$ cat src/hdl/utfs_pkg.sv
// Shared types and constants of the UTF-8 sanitizer stream unit.
package utfs_pkg;

    // Replacement counter width and reported total width
    localparam int CountWidth = 32;
    localparam int TotalWidth = 32;

    // Result queue geometry
    localparam int FifoDepth = 4;
    localparam int FifoAw    = $clog2(FifoDepth);

    // Most results one input byte can cause
    localparam int MaxResults = 4;

    // Byte classes
    localparam logic [7:0] ContMask  = 8'hC0;
    localparam logic [7:0] ContTag   = 8'h80;
    localparam logic [7:0] CtrlLimit = 8'h20;
    localparam logic [7:0] DelChar   = 8'h7F;
    localparam logic [7:0] C1Top     = 8'h9F;
    localparam logic [7:0] Lead2Lo   = 8'hC2;
    localparam logic [7:0] Lead2Hi   = 8'hDF;
    localparam logic [7:0] Lead3Lo   = 8'hE0;
    localparam logic [7:0] Lead3Hi   = 8'hEF;
    localparam logic [7:0] Lead3Sur  = 8'hED;
    localparam logic [7:0] Lead4Lo   = 8'hF0;
    localparam logic [7:0] Lead4Hi   = 8'hF4;
    localparam logic [7:0] Cont3Min  = 8'hA0;
    localparam logic [7:0] Cont4Min  = 8'h90;
    localparam logic [7:0] Cont4Max  = 8'h8F;
    localparam logic [7:0] QMark     = 8'h3F;

    // One result item before counting
    typedef struct packed {
        logic [7:0] byte_val;
        logic       sub;
        logic       is_end;
    } t_res;

    // All results caused by one input byte
    typedef struct packed {
        logic [$clog2(MaxResults+1)-1:0] num;
        t_res [MaxResults-1:0]           item;
    } t_group;

endpackage

$ cat src/hdl/utfs_front.sv
// Front end: decodes input bytes and builds the result group of each byte.
module utfs_front (
    input  logic            i_clk,
    input  logic            i_rst_n,
    input  logic            i_valid,
    output logic            o_stall,
    input  logic [7:0]      i_byte_in,
    input  logic            i_last_byte,
    input  logic            i_fifo_full,
    output logic            o_push,
    output utfs_pkg::t_group o_group
);
    import utfs_pkg::*;

    localparam int NumW = $clog2(MaxResults+1);

    logic [23:0]     r_held;
    logic [23:0]     n_held;
    logic [1:0]      r_hcnt;
    logic [1:0]      n_hcnt;
    logic            r_skip;
    logic            n_skip;
    logic            accept;
    t_group          grp;

    assign accept  = i_valid && !i_fifo_full;
    assign o_stall = i_fifo_full;
    assign o_push  = accept && (grp.num != '0);
    assign o_group = grp;

    // Classify the byte against the held sequence and list its results
    always_comb begin
        logic            cont;
        logic [7:0]      lead;
        logic [7:0]      b;
        logic            do_fresh;
        logic            ok;
        logic [NumW-1:0] idx;
        n_held   = r_held;
        n_hcnt   = r_hcnt;
        n_skip   = r_skip;
        grp      = '0;
        b        = i_byte_in;
        cont     = (b & ContMask) == ContTag;
        lead     = r_held[7:0];
        do_fresh = 1'b0;
        ok       = 1'b0;
        idx      = '0;

        if (r_skip) begin
            if (!cont) begin
                n_skip   = 1'b0;
                do_fresh = 1'b1;
            end
        end else if (r_hcnt == 2'd0) begin
            do_fresh = 1'b1;
        end else if (lead <= Lead2Hi) begin
            // two-byte sequence completes or breaks
            if (cont) begin
                if (lead == Lead2Lo && b <= C1Top) begin
                    grp.item[idx[1:0]] = '{QMark, 1'b1, 1'b0};
                    idx = idx + 1'b1;
                end else begin
                    grp.item[idx[1:0]] = '{lead, 1'b0, 1'b0};
                    idx = idx + 1'b1;
                    grp.item[idx[1:0]] = '{b, 1'b0, 1'b0};
                    idx = idx + 1'b1;
                end
            end else begin
                grp.item[idx[1:0]] = '{QMark, 1'b1, 1'b0};
                idx = idx + 1'b1;
                do_fresh = 1'b1;
            end
            n_held = '0;
            n_hcnt = 2'd0;
        end else if (lead <= Lead3Hi) begin
            // three-byte sequence
            if (r_hcnt == 2'd1) begin
                ok = cont && !(lead == Lead3Lo && b < Cont3Min)
                          && !(lead == Lead3Sur && b > C1Top);
                if (ok) begin
                    n_held[15:8] = b;
                    n_hcnt       = 2'd2;
                end else begin
                    grp.item[idx[1:0]] = '{QMark, 1'b1, 1'b0};
                    idx    = idx + 1'b1;
                    n_held = '0;
                    n_hcnt = 2'd0;
                    if (cont) n_skip = 1'b1;
                    else      do_fresh = 1'b1;
                end
            end else if (cont) begin
                grp.item[idx[1:0]] = '{lead, 1'b0, 1'b0};
                idx = idx + 1'b1;
                grp.item[idx[1:0]] = '{r_held[15:8], 1'b0, 1'b0};
                idx = idx + 1'b1;
                grp.item[idx[1:0]] = '{b, 1'b0, 1'b0};
                idx = idx + 1'b1;
                n_held = '0;
                n_hcnt = 2'd0;
            end else begin
                grp.item[idx[1:0]] = '{QMark, 1'b1, 1'b0};
                idx      = idx + 1'b1;
                n_held   = '0;
                n_hcnt   = 2'd0;
                do_fresh = 1'b1;
            end
        end else begin
            // four-byte sequence, replaced as a whole
            if (r_hcnt == 2'd1) begin
                ok = cont && !(lead == Lead4Lo && b < Cont4Min)
                          && !(lead == Lead4Hi && b > Cont4Max);
                if (ok) begin
                    n_held[15:8] = b;
                    n_hcnt       = 2'd2;
                end else begin
                    grp.item[idx[1:0]] = '{QMark, 1'b1, 1'b0};
                    idx    = idx + 1'b1;
                    n_held = '0;
                    n_hcnt = 2'd0;
                    if (cont) n_skip = 1'b1;
                    else      do_fresh = 1'b1;
                end
            end else if (!cont) begin
                grp.item[idx[1:0]] = '{QMark, 1'b1, 1'b0};
                idx      = idx + 1'b1;
                n_held   = '0;
                n_hcnt   = 2'd0;
                do_fresh = 1'b1;
            end else if (r_hcnt == 2'd2) begin
                n_held[23:16] = b;
                n_hcnt        = 2'd3;
            end else begin
                grp.item[idx[1:0]] = '{QMark, 1'b1, 1'b0};
                idx    = idx + 1'b1;
                n_held = '0;
                n_hcnt = 2'd0;
            end
        end

        // Treat the byte as the start of something new
        if (do_fresh) begin
            if (b < ContTag) begin
                if (b < CtrlLimit || b == DelChar) begin
                    grp.item[idx[1:0]] = '{QMark, 1'b1, 1'b0};
                end else begin
                    grp.item[idx[1:0]] = '{b, 1'b0, 1'b0};
                end
                idx = idx + 1'b1;
            end else if ((b >= Lead2Lo && b <= Lead2Hi) || (b >= Lead3Lo && b <= Lead3Hi) ||
                         (b >= Lead4Lo && b <= Lead4Hi)) begin
                n_held = {16'h0000, b};
                n_hcnt = 2'd1;
            end else begin
                grp.item[idx[1:0]] = '{QMark, 1'b1, 1'b0};
                idx    = idx + 1'b1;
                n_skip = 1'b1;
            end
        end

        // Close the text: flush a truncated sequence, then the end item
        if (i_last_byte) begin
            if (n_hcnt != 2'd0) begin
                grp.item[idx[1:0]] = '{QMark, 1'b1, 1'b0};
                idx = idx + 1'b1;
            end
            n_held = '0;
            n_hcnt = 2'd0;
            n_skip = 1'b0;
            grp.item[idx[1:0]] = '{8'h00, 1'b0, 1'b1};
            idx = idx + 1'b1;
        end

        grp.num = idx;
    end

    // Advance decoder state on each transfer
    always_ff @(posedge i_clk) begin
        if (!i_rst_n) begin
            r_held <= '0;
            r_hcnt <= 2'd0;
            r_skip <= 1'b0;
        end else if (accept) begin
            r_held <= n_held;
            r_hcnt <= n_hcnt;
            r_skip <= n_skip;
        end
    end

endmodule

$ cat src/hdl/utfs_fifo.sv
// Short queue of result groups between the front and back ends.
module utfs_fifo (
    input  logic             i_clk,
    input  logic             i_rst_n,
    input  logic             i_push,
    input  utfs_pkg::t_group i_data,
    input  logic             i_pop,
    output logic             o_full,
    output logic             o_empty,
    output utfs_pkg::t_group o_head
);
    import utfs_pkg::*;

    t_group          r_mem [FifoDepth];
    logic [FifoAw:0] r_wr;
    logic [FifoAw:0] r_rd;

    assign o_empty = (r_wr == r_rd);
    assign o_full  = (r_wr[FifoAw-1:0] == r_rd[FifoAw-1:0]) && (r_wr[FifoAw] != r_rd[FifoAw]);
    assign o_head  = r_mem[r_rd[FifoAw-1:0]];

    // Store pushed groups
    always_ff @(posedge i_clk) begin
        if (i_push) begin
            r_mem[r_wr[FifoAw-1:0]] <= i_data;
        end
    end

    // Advance pointers
    always_ff @(posedge i_clk) begin
        if (!i_rst_n) begin
            r_wr <= '0;
            r_rd <= '0;
        end else begin
            if (i_push) r_wr <= r_wr + 1'b1;
            if (i_pop)  r_rd <= r_rd + 1'b1;
        end
    end

endmodule

$ cat src/hdl/utfs_back.sv
// Back end: serializes result groups, counts replacements, holds the output register.
module utfs_back (
    input  logic                        i_clk,
    input  logic                        i_rst_n,
    input  logic                        i_empty,
    input  utfs_pkg::t_group            i_head,
    output logic                        o_pop,
    output logic                        o_valid,
    input  logic                        i_stall,
    output logic [7:0]                  o_byte_out,
    output logic                        o_substituted,
    output logic                        o_end_item,
    output logic [utfs_pkg::TotalWidth-1:0] o_replacement_total,
    output logic                        o_run_last
);
    import utfs_pkg::*;

    localparam int NumW = $clog2(MaxResults+1);
    localparam int IdxW = $clog2(MaxResults);

    logic [IdxW-1:0]       r_idx;
    logic [CountWidth-1:0] r_count;
    logic [CountWidth-1:0] n_count;
    logic                  r_valid;
    logic [7:0]            r_byte;
    logic                  r_sub;
    logic                  r_end;
    logic [TotalWidth-1:0] r_total;
    logic [TotalWidth-1:0] n_total;
    logic                  r_last;
    logic                  advance;
    logic                  is_last;
    t_res                  cur;
    logic [63:0]           count_ext;

    assign advance = !i_empty && (!r_valid || !i_stall);
    assign cur     = i_head.item[r_idx];
    assign is_last = (NumW'(r_idx) + 1'b1) == i_head.num;
    assign o_pop   = advance && is_last;

    // Saturating count including this result
    always_comb begin
        n_count = r_count;
        if (cur.sub && (r_count != '1)) begin
            n_count = r_count + 1'b1;
        end
        count_ext = 64'(n_count);
        if (|count_ext[63:TotalWidth]) begin
            n_total = '1;
        end else begin
            n_total = count_ext[TotalWidth-1:0];
        end
    end

    // Walk the group and keep the count
    always_ff @(posedge i_clk) begin
        if (!i_rst_n) begin
            r_idx   <= '0;
            r_count <= '0;
            r_valid <= 1'b0;
        end else if (advance) begin
            r_idx   <= is_last ? '0 : r_idx + 1'b1;
            r_count <= cur.is_end ? '0 : n_count;
            r_valid <= 1'b1;
        end else if (!i_stall) begin
            r_valid <= 1'b0;
        end
    end

    // Load output payload
    always_ff @(posedge i_clk) begin
        if (advance) begin
            r_byte  <= cur.byte_val;
            r_sub   <= cur.sub;
            r_end   <= cur.is_end;
            r_total <= n_total;
            r_last  <= is_last;
        end
    end

    assign o_valid             = r_valid;
    assign o_byte_out          = r_byte;
    assign o_substituted       = r_sub;
    assign o_end_item          = r_end;
    assign o_replacement_total = r_total;
    assign o_run_last          = r_last;

endmodule

$ cat src/hdl/utf8_sanitizer_stream_unit.sv
// Top level of the UTF-8 sanitizer stream unit.
// Input channel: one raw text byte per transfer (i_byte_in, i_last_byte), i_valid with
// o_stall. Output channel: one sanitized byte or the closing end item per transfer,
// o_valid with i_stall, each carrying the running replacement total.
// The front end decodes a byte in the cycle it is taken and pushes the results it
// causes (one to four; a byte with none pushes nothing) as one group into a four-entry
// queue; the back end sends them out one per cycle while the output is not stalled,
// from a registered output stage. The results of a byte pass through the queue and
// then through the output register on their way out.
// Throughput: one byte per cycle while each byte causes at most one result and the
// output is not stalled; a byte that causes several results holds the output for one
// transfer per result, and the queue absorbs such bursts. o_stall rises only when
// the queue is full. A stalled output holds its result; the back end keeps walking
// only when the output register is free, so results are neither lost nor repeated.
// After the end item the decoder state and the replacement count restart at zero.
// Reset (synchronous, active low) empties the queue and clears all decoder state; the
// block can accept bytes as soon as reset is released.
module utf8_sanitizer_stream_unit (
    input  logic                            i_clk,
    input  logic                            i_rst_n,
    input  logic                            i_valid,
    output logic                            o_stall,
    input  logic [7:0]                      i_byte_in,
    input  logic                            i_last_byte,
    output logic                            o_valid,
    input  logic                            i_stall,
    output logic [7:0]                      o_byte_out,
    output logic                            o_substituted,
    output logic                            o_end_item,
    output logic [utfs_pkg::TotalWidth-1:0] o_replacement_total,
    output logic                            o_run_last
);
    import utfs_pkg::*;

    logic   fifo_full;
    logic   fifo_empty;
    logic   push;
    logic   pop;
    t_group push_grp;
    t_group head_grp;

    utfs_front u_front (
        .i_clk       (i_clk),
        .i_rst_n     (i_rst_n),
        .i_valid     (i_valid),
        .o_stall     (o_stall),
        .i_byte_in   (i_byte_in),
        .i_last_byte (i_last_byte),
        .i_fifo_full (fifo_full),
        .o_push      (push),
        .o_group     (push_grp)
    );

    utfs_fifo u_fifo (
        .i_clk   (i_clk),
        .i_rst_n (i_rst_n),
        .i_push  (push),
        .i_data  (push_grp),
        .i_pop   (pop),
        .o_full  (fifo_full),
        .o_empty (fifo_empty),
        .o_head  (head_grp)
    );

    utfs_back u_back (
        .i_clk               (i_clk),
        .i_rst_n             (i_rst_n),
        .i_empty             (fifo_empty),
        .i_head              (head_grp),
        .o_pop               (pop),
        .o_valid             (o_valid),
        .i_stall             (i_stall),
        .o_byte_out          (o_byte_out),
        .o_substituted       (o_substituted),
        .o_end_item          (o_end_item),
        .o_replacement_total (o_replacement_total),
        .o_run_last          (o_run_last)
    );

endmodule

$ cat config.mk
export PLATFORM = sky130hd
export DESIGN_NAME = utf8_sanitizer_stream_unit
export DESIGN_NICKNAME = d
export VERILOG_FILES = /design/src/hdl/utfs_pkg.sv /design/src/hdl/utfs_front.sv /design/src/hdl/utfs_fifo.sv /design/src/hdl/utfs_back.sv /design/src/hdl/utf8_sanitizer_stream_unit.sv
export SDC_FILE = /design/constraint.sdc
export NUM_CORES = 1
export LEC_CHECK = 0
export BUFFER_PORTS_ARGS = -buffer_cell sky130_fd_sc_hd__buf_4
export CORE_UTILIZATION = 45
export CTS_BUF_LIST = sky130_fd_sc_hd__clkbuf_2 sky130_fd_sc_hd__clkbuf_4 sky130_fd_sc_hd__clkbuf_8
export DETAILED_ROUTE_END_ITERATION = 8
export PLACE_DENSITY = 0.65
export SYNTH_ARGS = -nofsm -noshare
export SYNTH_HDL_FRONTEND = slang
export SYNTH_SLANG_ARGS = --single-unit
$ cat constraint.sdc
create_clock -name i_clk -period 8.5 [get_ports i_clk]
set_input_delay 1.7 -clock i_clk [delete_from_list [all_inputs] [get_ports i_clk]]
set_output_delay 1.7 -clock i_clk [all_outputs]
set_load 0.005 [all_outputs]
# Yosys cells after proc, flatten, opt, wreduce, memory -nomap -nowiden
# Memory sizes are Yosys's and may differ from the RTL's. A register that Yosys moved wholly into a read port is not among the register bits.
# Cells that the tools add are included.
# op_classes
addsub,8
div_mod_pow,0
bitwise,9
n_reduce_logical,36
n_eq_ne,15
magnitude_cmp,22
mux,118
multipliers,0
shifts,0
# op_table
operator,n
40-bit 2-to-1 mux,7
24-bit 2-to-1 mux,11
10-bit 2-to-1 mux,14
20-bit 2-to-1 mux,4
8-bit 2-to-1 mux,10
32-bit 2-to-1 mux,2
10-bit demux with 2-bit select,3
30-bit 2-to-1 mux,2
8-bit less-or-equal comparator (second input constant),6
2-bit 2-to-1 mux,21
40-bit bitwise mux,1
8-bit == test (second input constant),5
36-bit AND,1
3-bit 2-to-1 mux,12
36-bit NOT,1
32-bit by 1-bit adder with 32-bit output (second input constant),1
32-bit != test (second input constant),1
1-bit 2-to-1 mux,29
21-bit by 28-bit OR with 28-bit output,1
28-bit OR,1
8-bit >= comparator (second input constant),3
8-bit less-than comparator (second input constant),3
12-bit NOT,2
1-bit logical AND,21
other kinds (24),46
# totals
word_cells,222
latch_bits,0
mem_bits_ro,0
n_memories,1
ram_bits,172
in_bits,13
output_inout_bits,45
reg_bits,111
# mem_list
memory,words,word_bits,read_ports,rd_ports_with_merged_regs,wr,line,rtl
u_fifo.r_mem,4,43,1,1,1,utfs_fifo.sv:14,t_group r_mem [FifoDepth];

# Longest topological paths before layout
# Gate-level depths: netlist (run 1).
# logic_depth
word_depth,25
depth_mapped,18
ltp_nobuf,17

# Hierarchy
# Synthesis (run 1) repeated with hierarchy kept, for this count alone.
# unflattened
hier_cells,984
hier_area_um2,12884.9
# modules_own_cells
mod,cells_each,area_per_inst_um2,n_inst,seq_area_each_um2
utfs_fifo,266,6662.6,1,5325.1
utfs_back,401,4066.4,1,1991.9
utfs_front,317,2155.8,1,380.4

# Least setup slack after synthesis (run 1)
# No wires, ideal clock.
# synth_path
path_type,input -> register
from,in i_byte_in[5]
to,"mem u_fifo.r_mem[3][0] in the netlist's numbering, enable pin"
path_buffers,0
cell_stages,15
setup_time_ns,0.462
arrival_ns,6.924
setup_slack_ns,1.114
t_required_ns,8.038
cell_sequence,or3_4 a2111oi_4 a211o_2 a21oi_2 or3_4 ha_1 a21oi_1 ha_1 nand2_1 o21a_1 ha_1 nand2_1 a2111oi_0 a221oi_2 o22ai_1
# synth_between
elab_chain_len,24
word_cells_on_any_way,73
cone_classes,3 x add/sub; 12 x order compare; 37 x mux; 21 x reduce/logical
# synth_rtl
element,line,rtl
from (decl),utf8_sanitizer_stream_unit.sv:23,"input logic [7:0] i_byte_in,"
"8-bit less-than comparator, on equally long branches","utfs_front.sv:111, utfs_front.sv:79",
"1-bit logical AND, on equally long branches","utfs_front.sv:111, utfs_front.sv:79",
"1-bit zero test, on equally long branches","utfs_front.sv:111, utfs_front.sv:79",
"1-bit logical AND, on equally long branches","utfs_front.sv:111, utfs_front.sv:79",
"1-bit logical AND, on equally long branches","utfs_front.sv:112, utfs_front.sv:80",
"1-bit 2-to-1 mux, on equally long branches","utfs_front.sv:113, utfs_front.sv:81",
3-bit 2-to-1 mux or 2-bit 2-to-1 mux (tied branches),"utfs_front.sv:110, utfs_front.sv:78",
3-bit 2-to-1 mux,utfs_front.sv:76,end else if (lead <= Lead3Hi) begin
[... 8 more ...],n/a,
3-bit 2-to-1 mux,utfs_front.sv:163,if (n_hcnt != 2'd0) begin
3-bit 2-to-1 mux,utfs_front.sv:162,if (i_last_byte) begin
3-bit by 1-bit adder with 3-bit output,utfs_front.sv:171,idx = idx + 1'b1;
3-bit 2-to-1 mux *,utfs_front.sv:162,
3-bit nonzero test *,utfs_front.sv:28,assign o_push = accept && (grp.num != '0);
1-bit logical AND *,utfs_front.sv:28,
1-bit 2-to-1 mux *,utfs_fifo.sv:24,if (i_push) begin
1-bit 2-to-1 mux (not written as such) *,utfs_fifo.sv:25,r_mem[r_wr[FifoAw-1:0]] <= i_data;
to (decl),utfs_fifo.sv:14,
# Every way passes the cells marked *; elsewhere a longest branch is shown, timed or not. The select of a mux whose other input is x is not followed.

# Worst setup path after layout (run 1)
# layout_path
from,in i_byte_in[7]
to,"mem u_fifo.r_mem[0][23] in the netlist's numbering, enable pin"
# Same word-level chain as after synthesis.

==> parameters.txt, run 1 <==
Parameter                              Value

Place
  Detailed-placement wirelength estimate    17330 um
  Post-Place Cells    about 1300
  Count of buffers inserted at the top-level ports    57
  GP Congestion    0.9015
  Post-place instance area    13200 sq um

Final layout
  Area of all placed cells without fillers    14130 sq um
  Cell Count, Final, Fillers Out    1364
  Antenna cell count    0
  Layout filler cell count    2284
  Sequential cell area in the final layout    7700 sq um
  Synth-to-Final Area Change    13.49%
  Share of cells above drive strength 1    21.41%
  Multi-input combinational cell area    4484 sq um
  Net count reported at finish    1020

Timing
  Final hold violations    0
  Tmin final    between 6000 and 7000 ps
  Number of setup violations in the final report    0
  Final worst hold slack    484.7 ps
  Max frequency    152.2 MHz
  Worst max-slew margin expressed relative to the limit    30.94%
  RSZ-0062 raised after global routing    false
  Sum Neg Setup Slack    0 ps
  Crit share post-route    approximately 77%
  Count of final max-slew check failures    0
  Worst Skew    24.58 ps
  Pin slew with the least headroom to its limit    between 1000 and 1500 ps

GRT
  Largest net degree at the start of global routing    54
  Via count of the first global-routing pass    7674
  Antenna violations before repair    0
  Global-route wire length before repair    41700 um
  Total congestion overflow    0
  Total Routing Usage GR    18.95%

Die
  Die span in x    168.3 um
  Chip height    168.3 um
  Placement row count    60
  Effective utilization at floorplan    46.06%
  Area of the placeable core    27030 sq um
  Num ports    58
  Die area    28330 sq um

Detailed routing
  DRT iter0 DRCs    578
  TritonRoute pass-1 iters    5
  Detail Route Antenna Nets    0
  Drt drc    0
  Average detailed-routed wire length per instance    19.52 um
  Drt via density    just under 6
  Wire length reported by the detailed router    26630 um
  Total via count after detailed routing    about 8000

Worst setup path
  Cell family with most CP delay    simple AND/OR/NAND/NOR gates
  Cell-by-cell listing of the critical path    buf_4 > o21ai_0 > nor4b_1 > nor4_1 > nor2_1 > ha_1 > a21oi_1 > inv_1 > o21a_1 > ha_1 > nand2_1 > clkinv_1 > a31oi_1 > a221oi_2 > o22ai_2 > and2_2 > buf_4
  Maximum cell stage delay along the critical path    890 ps
  Required @ worst endpoint    8690 ps
  Path type of the worst setup path    in -> reg
  Crit path buffers/inverters    4
  CP Launch Type    primary input
  CP endpoint kind    flip-flop
  Arrival time of the worst setup path    6760 ps
  Cell with the largest stage delay on the worst path    sky130_fd_sc_hd__nor4_1
  Largest driver fanout on the critical path    25

Logic synthesis
  Top cell type's share of synthesized area    51.86%
  Synth top area cells    sky130_fd_sc_hd__edfxtp_1 52%, sky130_fd_sc_hd__dfxtp_1 10%, sky130_fd_sc_hd__mux4_2 9.6%
  Number of synthesized register bits    277
  Number of flops mapped to enable cells by yosys    roughly 220
  Yosys top cell by area    sky130_fd_sc_hd__edfxtp_1
  Sequential share of the synthesized area    61.84%
  Post-synthesis area per instance    13.49 sq um
  Most instantiated flip-flop cell in the synthesis netlist    sky130_fd_sc_hd__edfxtp_1
  Share of synthesized flip-flops with an asynchronous set or reset    0%
  Leading cell type by number of instances after synthesis    sky130_fd_sc_hd__edfxtp_1
  Yosys Warn Count    0
  Cell count after synthesis    923
  Synth cell count leaders    215 x sky130_fd_sc_hd__edfxtp_1, 64 x sky130_fd_sc_hd__nor2_1, 62 x sky130_fd_sc_hd__dfxtp_1
  Number of distinct library cells after synthesis    between 70 and 80
  Synth Cell Area    12450 sq um

Power and ir drop
  Final Power    3.620 mW
  Total power divided by cell area    256.2 nW/um^2
  LEAKAGE    4.927 nW
  IR Drop Worst-Case VDD    0.1196 mV

Clock network
  Deepest clock path buffer count    3
  Post-cts sizing count    0
  Count of clock tree sinks    277
  Clock latency at the later pin of the worst-skew pair    560 ps
  Number of post-CTS setup repair buffers    0
  TritonCTS Buffers    46
  Hold-fix buffers, CTS    0
  Clk pin slew, worst setup/hold paths    50 ps
  Count of H-tree levels built during CTS    2
  TritonCTS clock tree    yes
  Cell at the root of the clock tree    sky130_fd_sc_hd__clkbuf_8

Min path
  Hold crit path type    reg -> reg

Run status
  Status    finished, final reports clean

Job
  Number of maximum-capacitance violations    0
cells by family (layout without fill, tap and decap cells):
kind of cell	count (synthesis)	in the layout	share of synthesized area (%)
AO/OA/AOI/OAI	193	193	10.13
XOR/XNOR	42	42	3.106
adder cells (fa/ha/maj)	19	19	1.910
buffers and inverters	75	172	2.372
flip-flops	277	277	61.84
multiplexers	61	61	10.24
other	1	4	0.03012
AND/OR/NAND/NOR	255	255	10.37
flip-flops by register name (all words and copies together) (netlist names), named ones only:
name and flops:
u_fifo.r_mem 172, u_back.o_replacement_total 32, u_back.r_count 32, u_front.r_held 16, u_back.o_byte_out 8, u_fifo.r_rd 3
u_fifo.r_wr 3, u_back.r_idx 2, u_front.r_hcnt 2, u_back.o_end_item 1, u_back.o_run_last 1, u_back.o_substituted 1
u_back.o_valid 1, u_front.r_skip 1
layout by cell type, fill, tap and decap left out, types with 3 or more instances in the layout:
cell / count
sky130_fd_sc_hd__mux4_2: 53
sky130_fd_sc_hd__edfxtp_1: 215
sky130_fd_sc_hd__ha_1: 19
sky130_fd_sc_hd__or3_1: 5
sky130_fd_sc_hd__o211ai_1: 3
sky130_fd_sc_hd__o21ai_1: 3
sky130_fd_sc_hd__and2_2: 3
sky130_fd_sc_hd__conb_1: 4
sky130_fd_sc_hd__and2_1: 8
sky130_fd_sc_hd__nor4_1: 8
sky130_fd_sc_hd__and3_1: 15
sky130_fd_sc_hd__buf_4: 67
sky130_fd_sc_hd__inv_1: 18
sky130_fd_sc_hd__dfxtp_1: 60
sky130_fd_sc_hd__and2_0: 3
sky130_fd_sc_hd__nor3_1: 22
sky130_fd_sc_hd__a21oi_1: 57
sky130_fd_sc_hd__o2bb2ai_1: 4
sky130_fd_sc_hd__clkbuf_4: 21
sky130_fd_sc_hd__xnor2_1: 27
sky130_fd_sc_hd__xor2_1: 14
sky130_fd_sc_hd__a22oi_1: 14
sky130_fd_sc_hd__clkinv_1: 9
sky130_fd_sc_hd__nand3_1: 27
sky130_fd_sc_hd__o21ai_0: 48
sky130_fd_sc_hd__mux2i_1: 7
sky130_fd_sc_hd__a31oi_1: 13
sky130_fd_sc_hd__o31ai_1: 8
sky130_fd_sc_hd__and4_1: 7
sky130_fd_sc_hd__clkbuf_8: 47
sky130_fd_sc_hd__a21o_1: 3
sky130_fd_sc_hd__nand4_1: 11
sky130_fd_sc_hd__a211oi_1: 3
sky130_fd_sc_hd__nand2b_1: 10
sky130_fd_sc_hd__nor2b_1: 3
sky130_fd_sc_hd__nor2_1: 64
sky130_fd_sc_hd__a22o_1: 5
sky130_fd_sc_hd__nand2_1: 53
sky130_fd_sc_hd__a221o_1: 6
per-stage QoR:
| step | setup WS [ps] | util (%) |
|---|---|---|
| 3_5_place_dp | 1422 | 48.84 |
| 3_3_place_gp | 1477 | 48.84 |
| 2_1_floorplan | 1114 | - |
| 5_1_grt | 1487 | 52.27 |
| 6_report | 1931 | 52.27 |
| 4_1_cts | 1975 | 52.27 |
worst paths after layout:
kind | slack (ps) | endpoint | depth (start not counted) | startpoint
setup / recovery | 1930 | u_fifo.r_mem[0][23] | 17 | i_byte_in[7]
hold / removal | 480 | u_back.o_valid | 2 | u_back.o_valid
setup reg to reg | 2690 | u_fifo.r_mem[0][23] | 15 | u_front.r_hcnt[1]
hold reg to reg | 480 | u_back.o_valid | 2 | u_back.o_valid
worst reg2reg max path, delay by kind of cell (launching register included):
family / cells / cell delay, ps
buffers and inverters: 3 / 900
AND/OR/NAND/NOR: 4 / 1830
AO/OA/AOI/OAI: 6 / 1590
adder cells (fa/ha/maj): 2 / 590
flip-flops: 1 / 530
final cells by class:
class                      instances  area share, %
sequential                       277          54.50
timing repair buffer              67          3.560
clock inverter                    15         0.8768
multi-input combinational        574          31.74
clock buffer                      68          5.695
inverter                          22         0.6022
tap                              341          3.020
where the power goes:
| group | leakage, nW | switching [mW] | total [mW] | internal [mW] |
|---|---|---|---|---|
| logic | 1.84 | 0.422 | 0.737 | 0.315 |
| registers | 2.59 | 0.0488 | 1.71 | 1.67 |
| clock network | 0.488 | 0.501 | 1.17 | 0.667 |
| total | 4.93 | 0.972 | 3.62 | 2.65 |
layer usage:
metal | wire length (um) | global-route usage, %
met1 | 12060 | 26.15
met2 | 12360 | 30.13
met3 | 1575 | 3.409
met4 | 629 | 6.917
met5 | 0 | 0
Power figures use the tool's default switching activity.
==> run 2: changes to the inputs <==
- ABC_AREA: unset -> 1
- PLACE_DENSITY: 0.65 -> 0.68
- clock period: 8.5 -> 5.7 ns (I/O delays scaled with it)
==> run 2 against run 1 <==
  * Synthesized cell count rose by 42%
  * Hold slack worse by 20 ps
  * Sequential share of layout area down 2.0 points
  * Clock skew is 8.2 ps higher
  * Critical path depth up 2
  * Critical endpoint is now u_fifo.r_mem[0][31]
  * Largest power group unchanged
==> parameters.txt, run 2 <==
Parameter                              Value

Final layout
  Sequential cell area in the final layout    7699 sq um (about the same)
  Antenna cell count    0 (unchanged)
  Net count reported at finish    1408 (+38%)
  Layout filler cell count    2556 (+12%)
  Multi-input combinational cell area    4512 sq um (+0.61%)
  Final standard cell utilization of the core    52.40% (+0.12 points)
  Cell Count, Final, Fillers Out    1791 (+31%)
  Leading cell types in the layout, fill and taps excluded    215 x sky130_fd_sc_hd__edfxtp_1, 213 x sky130_fd_sc_hd__nand2_1, 137 x sky130_fd_sc_hd__o21ai_0
  Most common cell after layout, fill and taps aside    sky130_fd_sc_hd__edfxtp_1
  Flip-flop count of the largest register, all copies and words added    172 (unchanged)
  Area of all placed cells without fillers    14680 sq um (+3.9%)
  Synth-to-Final Area Change    13.81%
  Share of cells above drive strength 1    13.59% (-7.8 points)

Worst setup path
  Arrival time of the worst setup path    4860 ps (-1900 ps)
  CP Launch Type    flip-flop
  Start point of the critical path    u_front.r_hcnt[1]
  CP endpoint kind    flip-flop
  Largest driver fanout on the critical path    43 (+72%)
  Reg2Reg Capture Point    u_fifo.r_mem[0][31]
  Capture point of the worst path    u_fifo.r_mem[0][31]
  Reg2Reg Launch Point    u_front.r_hcnt[1]
  Required @ worst endpoint    5880 ps (-2810 ps)
  Path type of the worst setup path    reg -> reg
  R2R cell count    19 (+4)
  Register-to-register setup slack    1010 ps (-1680 ps)

Detailed routing
  TritonRoute pass-1 iters    5 (unchanged)
  DRT iter0 DRCs    911 (+58%)
  Average detailed-routed wire length per instance    18.21 um (-6.7%)
  Total via count after detailed routing    9739 (+23%)
  Drt via density    5.438 (-6.4%)
  Wire length reported by the detailed router    32610 um (+22%)
  Drt drc    0 (unchanged)
  Detail Route Antenna Nets    0 (unchanged)

Power and ir drop
  Power spent charging and discharging nets    1.775 mW (+83%)
  Clk pwr share    30.9% (-1.4 points)
  Cell-internal power    3.854 mW (+46%)
  Switch share    31.53% (+4.7 points)
  IR Drop Worst-Case VDD    0.2218 mV (+86%)
  Sequential share of power    45.4% (-2.0 points)
  LEAKAGE    5.398 nW (+9.6%)
  Total power divided by cell area    383.5 nW/um^2 (+50%)
  Fraction of power consumed by combinational cells    23.7% (+3.3 points)
  Final Power    5.629 mW (+56%)

Logic synthesis
  Number of distinct library cells after synthesis    50 (-33%)
  Number of synthesized register bits    277 (unchanged)
  Top cell type's share of synthesized area    50.06% (-1.8 points)
  Yosys Warn Count    0 (unchanged)
  Share of synthesized flip-flops with an asynchronous set or reset    0% (unchanged)
  Number of flops mapped to enable cells by yosys    215 (unchanged)
  Sequential share of the synthesized area    59.69% (-2.1 points)
  Most instantiated flip-flop cell in the synthesis netlist    sky130_fd_sc_hd__edfxtp_1
  Yosys top cell by area    sky130_fd_sc_hd__edfxtp_1
  Synth Cell Area    12900 sq um (+3.6%)
  Cell count after synthesis    1308 (+42%)
  Synth cell count leaders    215 x sky130_fd_sc_hd__edfxtp_1, 213 x sky130_fd_sc_hd__nand2_1, 140 x sky130_fd_sc_hd__nor2_1
  Leading cell type by number of instances after synthesis    sky130_fd_sc_hd__edfxtp_1
  Post-synthesis area per instance    9.859 sq um (-27%)
  Synth top area cells    sky130_fd_sc_hd__edfxtp_1 50%, sky130_fd_sc_hd__dfxtp_1 9.6%, sky130_fd_sc_hd__nand2_1 6.2%

Clock network
  Clk pin slew, worst setup/hold paths    60 ps (about the same)
  Cell at the root of the clock tree    sky130_fd_sc_hd__clkbuf_8
  Clock latency at the later pin of the worst-skew pair    570 ps (about the same)
  TritonCTS Buffers    46 (unchanged)
  Deepest clock path buffer count    3 (unchanged)
  Number of post-CTS setup repair buffers    0 (unchanged)
  Hold-fix buffers, CTS    0 (unchanged)
  TritonCTS clock tree    yes
  Post-cts sizing count    0 (unchanged)
  Count of H-tree levels built during CTS    2 (unchanged)
  Count of clock tree sinks    277 (unchanged)

Timing
  Count of final max-slew check failures    0 (unchanged)
  Pin slew with the least headroom to its limit    1087 ps (+60.90 ps)
  RSZ-0062 raised after global routing    false
  Worst setup margin    1014 ps (-917.2 ps)
  Final hold violations    0 (unchanged)
  Max frequency    213.4 MHz
  Worst max-slew margin expressed relative to the limit    27.40% (-3.5 points)
  Crit share post-route    82.22%
  Number of setup violations in the final report    0 (unchanged)
  Worst Skew    32.80 ps (+8.214 ps)
  Tmin final    roughly 4700 ps

Die
  Chip height    171.3 um (+1.8%)
  Effective utilization at floorplan    46.04% (about the same)
  Area of the placeable core    28010 sq um (+3.6%)
  Num ports    58 (unchanged)
  Die area    29340 sq um (+3.6%)
  Die span in x    171.3 um (+1.8%)
  Placement row count    61 (+1.7%)

Job
  Number of maximum-capacitance violations    0 (unchanged)

Place
  Post-place instance area    13740 sq um (+4.1%)
  Count of buffers inserted at the top-level ports    57 (unchanged)
  Place WS    536.9 ps (-884.7 ps)
  Post-Place Cells    1706 (+33%)
  Detailed-placement wirelength estimate    21490 um (+24%)
  GP Congestion    0.9630 (+6.8%)

GRT
  Global-route wire length before repair    50760 um (+22%)
  Via count of the first global-routing pass    9308 (+21%)
  Largest net degree at the start of global routing    87 (+61%)
  Total Routing Usage GR    22.58% (+3.6 points)
  Antenna violations before repair    0 (unchanged)
  Total congestion overflow    0 (unchanged)

Min path
  Hold path depth    2 (unchanged)
  Hold crit path type    reg -> reg

Run status
  Status    finished, final reports clean
==> run 2: cell types whose count changed after synthesis, moves of 14 or more <==
cell                       change
sky130_fd_sc_hd__a21oi_1      +37
sky130_fd_sc_hd__and3_1       -14
sky130_fd_sc_hd__inv_1       +102
sky130_fd_sc_hd__mux4_2       -53
sky130_fd_sc_hd__nand2_1     +160
sky130_fd_sc_hd__nand3_1      +20
sky130_fd_sc_hd__nor2_1       +76
sky130_fd_sc_hd__o211ai_1     +17
sky130_fd_sc_hd__o21ai_0      +89
sky130_fd_sc_hd__o221ai_1     +32
sky130_fd_sc_hd__o22ai_1      +18
sky130_fd_sc_hd__xnor2_1      -17
==> run 2: final cells by class <==
class	count	share of cell area [%]
flip-flops and latches	277	52.46
well taps	378	3.223
inverters	133	3.402
multi-input cells	845	30.74
repair buffers	73	3.819
clock inverters	25	1.245
clock buffers	60	5.115
==> run 2: routing by layer <==
layer	wire (um)	track usage [%]	vias to the layer above
li1	-	-	4711
met1	14250	30.18	4657
met2	15330	36.71	297
met3	2039	3.590	74
met4	995	9.161	0
met5	0	0	-
==> run 2: per-stage QoR <==
stage | setup TNS (ps) | hold slack, ps
6_report | 0 | 464.9
5_1_grt | 0 | 481.1
4_1_cts | 0 | 465.9
3_5_place_dp | 0 | 455.8
3_3_place_gp | 0 | 457.3
2_1_floorplan | -37620 | 424.6
==> run 2: how the worst min path moves through the flow <==
stage	from	endpoint	slack, ps
floorplan	u_front.r_held[14]	u_front.r_held[14]	420
global placement	u_front.r_held[15]	u_front.r_held[15]	460
detailed placement	u_front.r_held[15]	u_front.r_held[15]	460
CTS	u_front.r_held[15]	u_front.r_held[15]	470
global route	u_front.r_held[15]	u_front.r_held[15]	480
finish	u_front.r_held[15]	u_front.r_held[15]	460
==> run 2: power by group through the flow <==
stage / registers [mW] / clock network (mW) / logic, mW
floorplan: 2.58 / 0 / 0.800
global placement: 2.59 / 0 / 1.33
detailed placement: 2.60 / 0 / 1.35
CTS: 2.56 / 1.78 / 1.35
global route: 2.58 / 1.86 / 1.48
finish: 2.56 / 1.74 / 1.33
==> run 2: worst max-delay path, stage by stage, from the launching register on <==
cell and delay, ps:
sky130_fd_sc_hd__dfxtp_1 440, sky130_fd_sc_hd__nor2_1 130, sky130_fd_sc_hd__nor2_2 580, sky130_fd_sc_hd__inv_2 200
sky130_fd_sc_hd__a21oi_2 250, sky130_fd_sc_hd__nand2_2 120, sky130_fd_sc_hd__ha_1 280, sky130_fd_sc_hd__nand2_1 60
sky130_fd_sc_hd__nand2_2 110, sky130_fd_sc_hd__inv_2 60, sky130_fd_sc_hd__ha_1 280, sky130_fd_sc_hd__o21ai_0 330
sky130_fd_sc_hd__ha_1 230, sky130_fd_sc_hd__nand2_1 80, sky130_fd_sc_hd__nand2_2 90, sky130_fd_sc_hd__nand3_1 80
sky130_fd_sc_hd__nand2_2 140, sky130_fd_sc_hd__o21ai_4 130, sky130_fd_sc_hd__nor2_4 110, sky130_fd_sc_hd__buf_4 540
==> run 2: logic make-up (layout without fill, tap and decap cells) <==
group | after synthesis | after routing | share of synthesized area, %
XOR/XNOR | 37 | 37 | 2.513
other | 1 | 4 | 0.02908
flip-flops | 277 | 277 | 59.69
AO/OA/AOI/OAI | 320 | 320 | 14.42
adder cells (fa/ha/maj) | 19 | 19 | 1.843
buffers and inverters | 189 | 291 | 5.666
AND/OR/NAND/NOR | 465 | 465 | 15.84
==> run 3: changes to the inputs <==
- PLACE_DENSITY: 0.68 -> 0.65
- clock period: 5.7 -> 4.75 ns (I/O delays scaled with it)
==> run 3 against run 2 <==
  * Non-clock buffer count increased by 16
  * Power increased by 20%
  * Hold slack got worse by 15 ps
  * Cell area increased by 0.61%
  * Clock skew increased by 3.9 ps
  * Sequential share of layout area decreased by 0.32 points
  * Global-route usage about the same
  * Critical path type is now in -> reg
  * Sequential power increased by 20%
==> parameters.txt, run 3 (synthesized netlist as in run 2, its figures left out) <==
Parameter                              Value

Final layout
  Antenna cell count    0 (unchanged)
  Net count reported at finish    1424 (+1.1%)
  Area of all placed cells without fillers    14770 sq um (+0.61%)
  Multi-input combinational cell area    4512 sq um (unchanged)
  Layout filler cell count    2555 (-0.039%)
  Leading cell types in the layout, fill and taps excluded    215 x sky130_fd_sc_hd__edfxtp_1, 213 x sky130_fd_sc_hd__nand2_1, 137 x sky130_fd_sc_hd__o21ai_0
  Final standard cell utilization of the core    52.71% (+0.32 points)
  Most common cell after layout, fill and taps aside    sky130_fd_sc_hd__edfxtp_1
  Sequential cell area in the final layout    7699 sq um (unchanged)
  Share of cells above drive strength 1    14.76% (+1.2 points)
  Synth-to-Final Area Change    14.49%
  Flip-flop count of the largest register, all copies and words added    172 (unchanged)
  Cell Count, Final, Fillers Out    1801 (+0.56%)

Power and ir drop
  Switch share    31.47% (-0.061 points)
  Power spent charging and discharging nets    2.130 mW (+20%)
  LEAKAGE    5.471 nW (+1.4%)
  Sequential share of power    45.2% (-0.2 points)
  Cell-internal power    4.639 mW (+20%)
  Clk pwr share    30.5% (-0.4 points)
  IR Drop Worst-Case VDD    0.4006 mV (+81%)
  Total power divided by cell area    458.4 nW/um^2 (+20%)
  Fraction of power consumed by combinational cells    24.3% (+0.6 points)
  Final Power    6.769 mW (+20%)

Place
  Post-place instance area    13860 sq um (+0.87%)
  Post-Place Cells    1722 (+0.94%)
  Place WS    59.42 ps (-477.5 ps)
  Detailed-placement wirelength estimate    21890 um (+1.9%)
  Count of buffers inserted at the top-level ports    57 (unchanged)
  GP Congestion    0.9559 (-0.74%)

Timing
  Count of final max-slew check failures    0 (unchanged)
  Crit share post-route    88.23%
  Worst max-slew margin expressed relative to the limit    41.50% (+14 points)
  Tmin final    4191 ps
  Worst setup margin    558.8 ps (-454.8 ps)
  Worst Skew    36.72 ps (+3.925 ps)
  Pin slew with the least headroom to its limit    876.2 ps (-211.2 ps)
  Number of setup violations in the final report    0 (unchanged)
  Final worst hold slack    450.2 ps (-14.68 ps)
  RSZ-0062 raised after global routing    false
  Max frequency    238.6 MHz
  Final hold violations    0 (unchanged)
  Sum Neg Setup Slack    0 ps (unchanged)

Die
  Die area    29340 sq um (unchanged)
  Die span in x    171.3 um (unchanged)
  Placement row count    61 (unchanged)
  Area of the placeable core    28010 sq um (unchanged)
  Num ports    58 (unchanged)
  Chip height    171.3 um (unchanged)
  Effective utilization at floorplan    46.04% (unchanged)

Clock network
  Clock latency at the later pin of the worst-skew pair    570 ps (about the same)
  Number of post-CTS setup repair buffers    0 (unchanged)
  Post-cts sizing count    0 (unchanged)
  Count of H-tree levels built during CTS    2 (unchanged)
  TritonCTS Buffers    46 (unchanged)
  Hold-fix buffers, CTS    0 (unchanged)
  Count of clock tree sinks    277 (unchanged)
  Clk pin slew, worst setup/hold paths    50 ps (about the same)
  Deepest clock path buffer count    3 (unchanged)
  TritonCTS clock tree    yes
  Cell at the root of the clock tree    sky130_fd_sc_hd__clkbuf_8

GRT
  Global-route wire length before repair    50800 um (about the same)
  Total Routing Usage GR    22.60% (about the same)
  Largest net degree at the start of global routing    52 (-40%)
  Total congestion overflow    0 (unchanged)
  Via count of the first global-routing pass    9316 (+0.086%)
  Antenna violations before repair    0 (unchanged)

Worst setup path
  Required @ worst endpoint    5010 ps (-870 ps)
  Arrival time of the worst setup path    4460 ps (-400 ps)
  Largest driver fanout on the critical path    25 (-42%)
  CP Launch Type    primary input
  CP endpoint kind    flip-flop
  Path type of the worst setup path    in -> reg

Detailed routing
  Detail Route Antenna Nets    0 (unchanged)
  Total via count after detailed routing    9835 (+0.99%)
  Drt via density    5.461 (+0.43%)
  Drt drc    0 (unchanged)
  TritonRoute pass-1 iters    5 (unchanged)
  DRT iter0 DRCs    797 (-13%)
  Average detailed-routed wire length per instance    18.11 um (-0.52%)
  Wire length reported by the detailed router    32620 um (about the same)

Min path
  Hold crit path type    reg -> reg

Job
  Number of maximum-capacitance violations    0 (unchanged)

Run status
  Status    finished, final reports clean
[run 3: changes by cell type in the layout (fill, tap and decap cells not counted), sizes merged]
cell    previous run  this run
inv              130       131
bufinv             2         1
clkbuf            60        66
buf               73        89
clkinv            25        13
[run 3: critical path, cell delays in order]
cell and delay [ps]:
sky130_fd_sc_hd__buf_4 140, sky130_fd_sc_hd__nor2_1 260, sky130_fd_sc_hd__nand3_1 110, sky130_fd_sc_hd__nand2_1 80, sky130_fd_sc_hd__nand2_1 70, sky130_fd_sc_hd__nand3_1 70, sky130_fd_sc_hd__nand3_1 120, sky130_fd_sc_hd__nand3_2 150
sky130_fd_sc_hd__nand2_2 100, sky130_fd_sc_hd__ha_1 280, sky130_fd_sc_hd__nand2_1 60, sky130_fd_sc_hd__nand2_2 110, sky130_fd_sc_hd__inv_2 60, sky130_fd_sc_hd__ha_1 280, sky130_fd_sc_hd__o21ai_0 260, sky130_fd_sc_hd__ha_1 280
sky130_fd_sc_hd__nand2_1 80, sky130_fd_sc_hd__o21ai_2 90, sky130_fd_sc_hd__nand3b_4 190, sky130_fd_sc_hd__o21ai_4 380, sky130_fd_sc_hd__nor2_4 50, sky130_fd_sc_hd__buf_4 270
[run 3: power groups by stage]
stage	logic (mW)	clock network, mW	registers [mW]
6_report	1.65	2.06	3.06
5_1_grt	1.81	2.20	3.08
4_1_cts	1.66	2.10	3.06
3_5_place_dp	1.66	0	3.11
3_3_place_gp	1.64	0	3.10
2_1_floorplan	0.962	0	3.10
[run 3: per-layer routing]
| layer | routed length, um | vias up | global-route usage (%) | share of wire, % |
|---|---|---|---|---|
| li1 | - | 4735 | - | - |
| met1 | 14780 | 4738 | 32.02 | 45 |
| met2 | 14990 | 308 | 35.45 | 46 |
| met3 | 2192 | 54 | 4.073 | 6.7 |
| met4 | 654 | 0 | 6.444 | 2.0 |
| met5 | 0 | - | 0 | 0 |
[run 3: layout make-up]
| class | instances | area share, % |
|---|---|---|
| tap | 378 | 3.203 |
| clock inverter | 13 | 0.6355 |
| inverter | 133 | 3.381 |
| timing repair buffer | 89 | 4.610 |
| sequential | 277 | 52.14 |
| clock buffer | 66 | 5.474 |
| multi-input combinational | 845 | 30.56 |
[run 3: final timing paths]
check | start | endpoint | slack, ps | cells past startpoint
worst min-delay path | u_front.r_held[14] | u_front.r_held[14] | 450 | 2
worst max register to register | u_front.r_held[6] | u_fifo.r_mem[3][24] | 580 | 20
worst max-delay path | i_byte_in[5] | u_fifo.r_mem[3][24] | 560 | 22
worst min register to register | u_front.r_held[14] | u_front.r_held[14] | 450 | 2
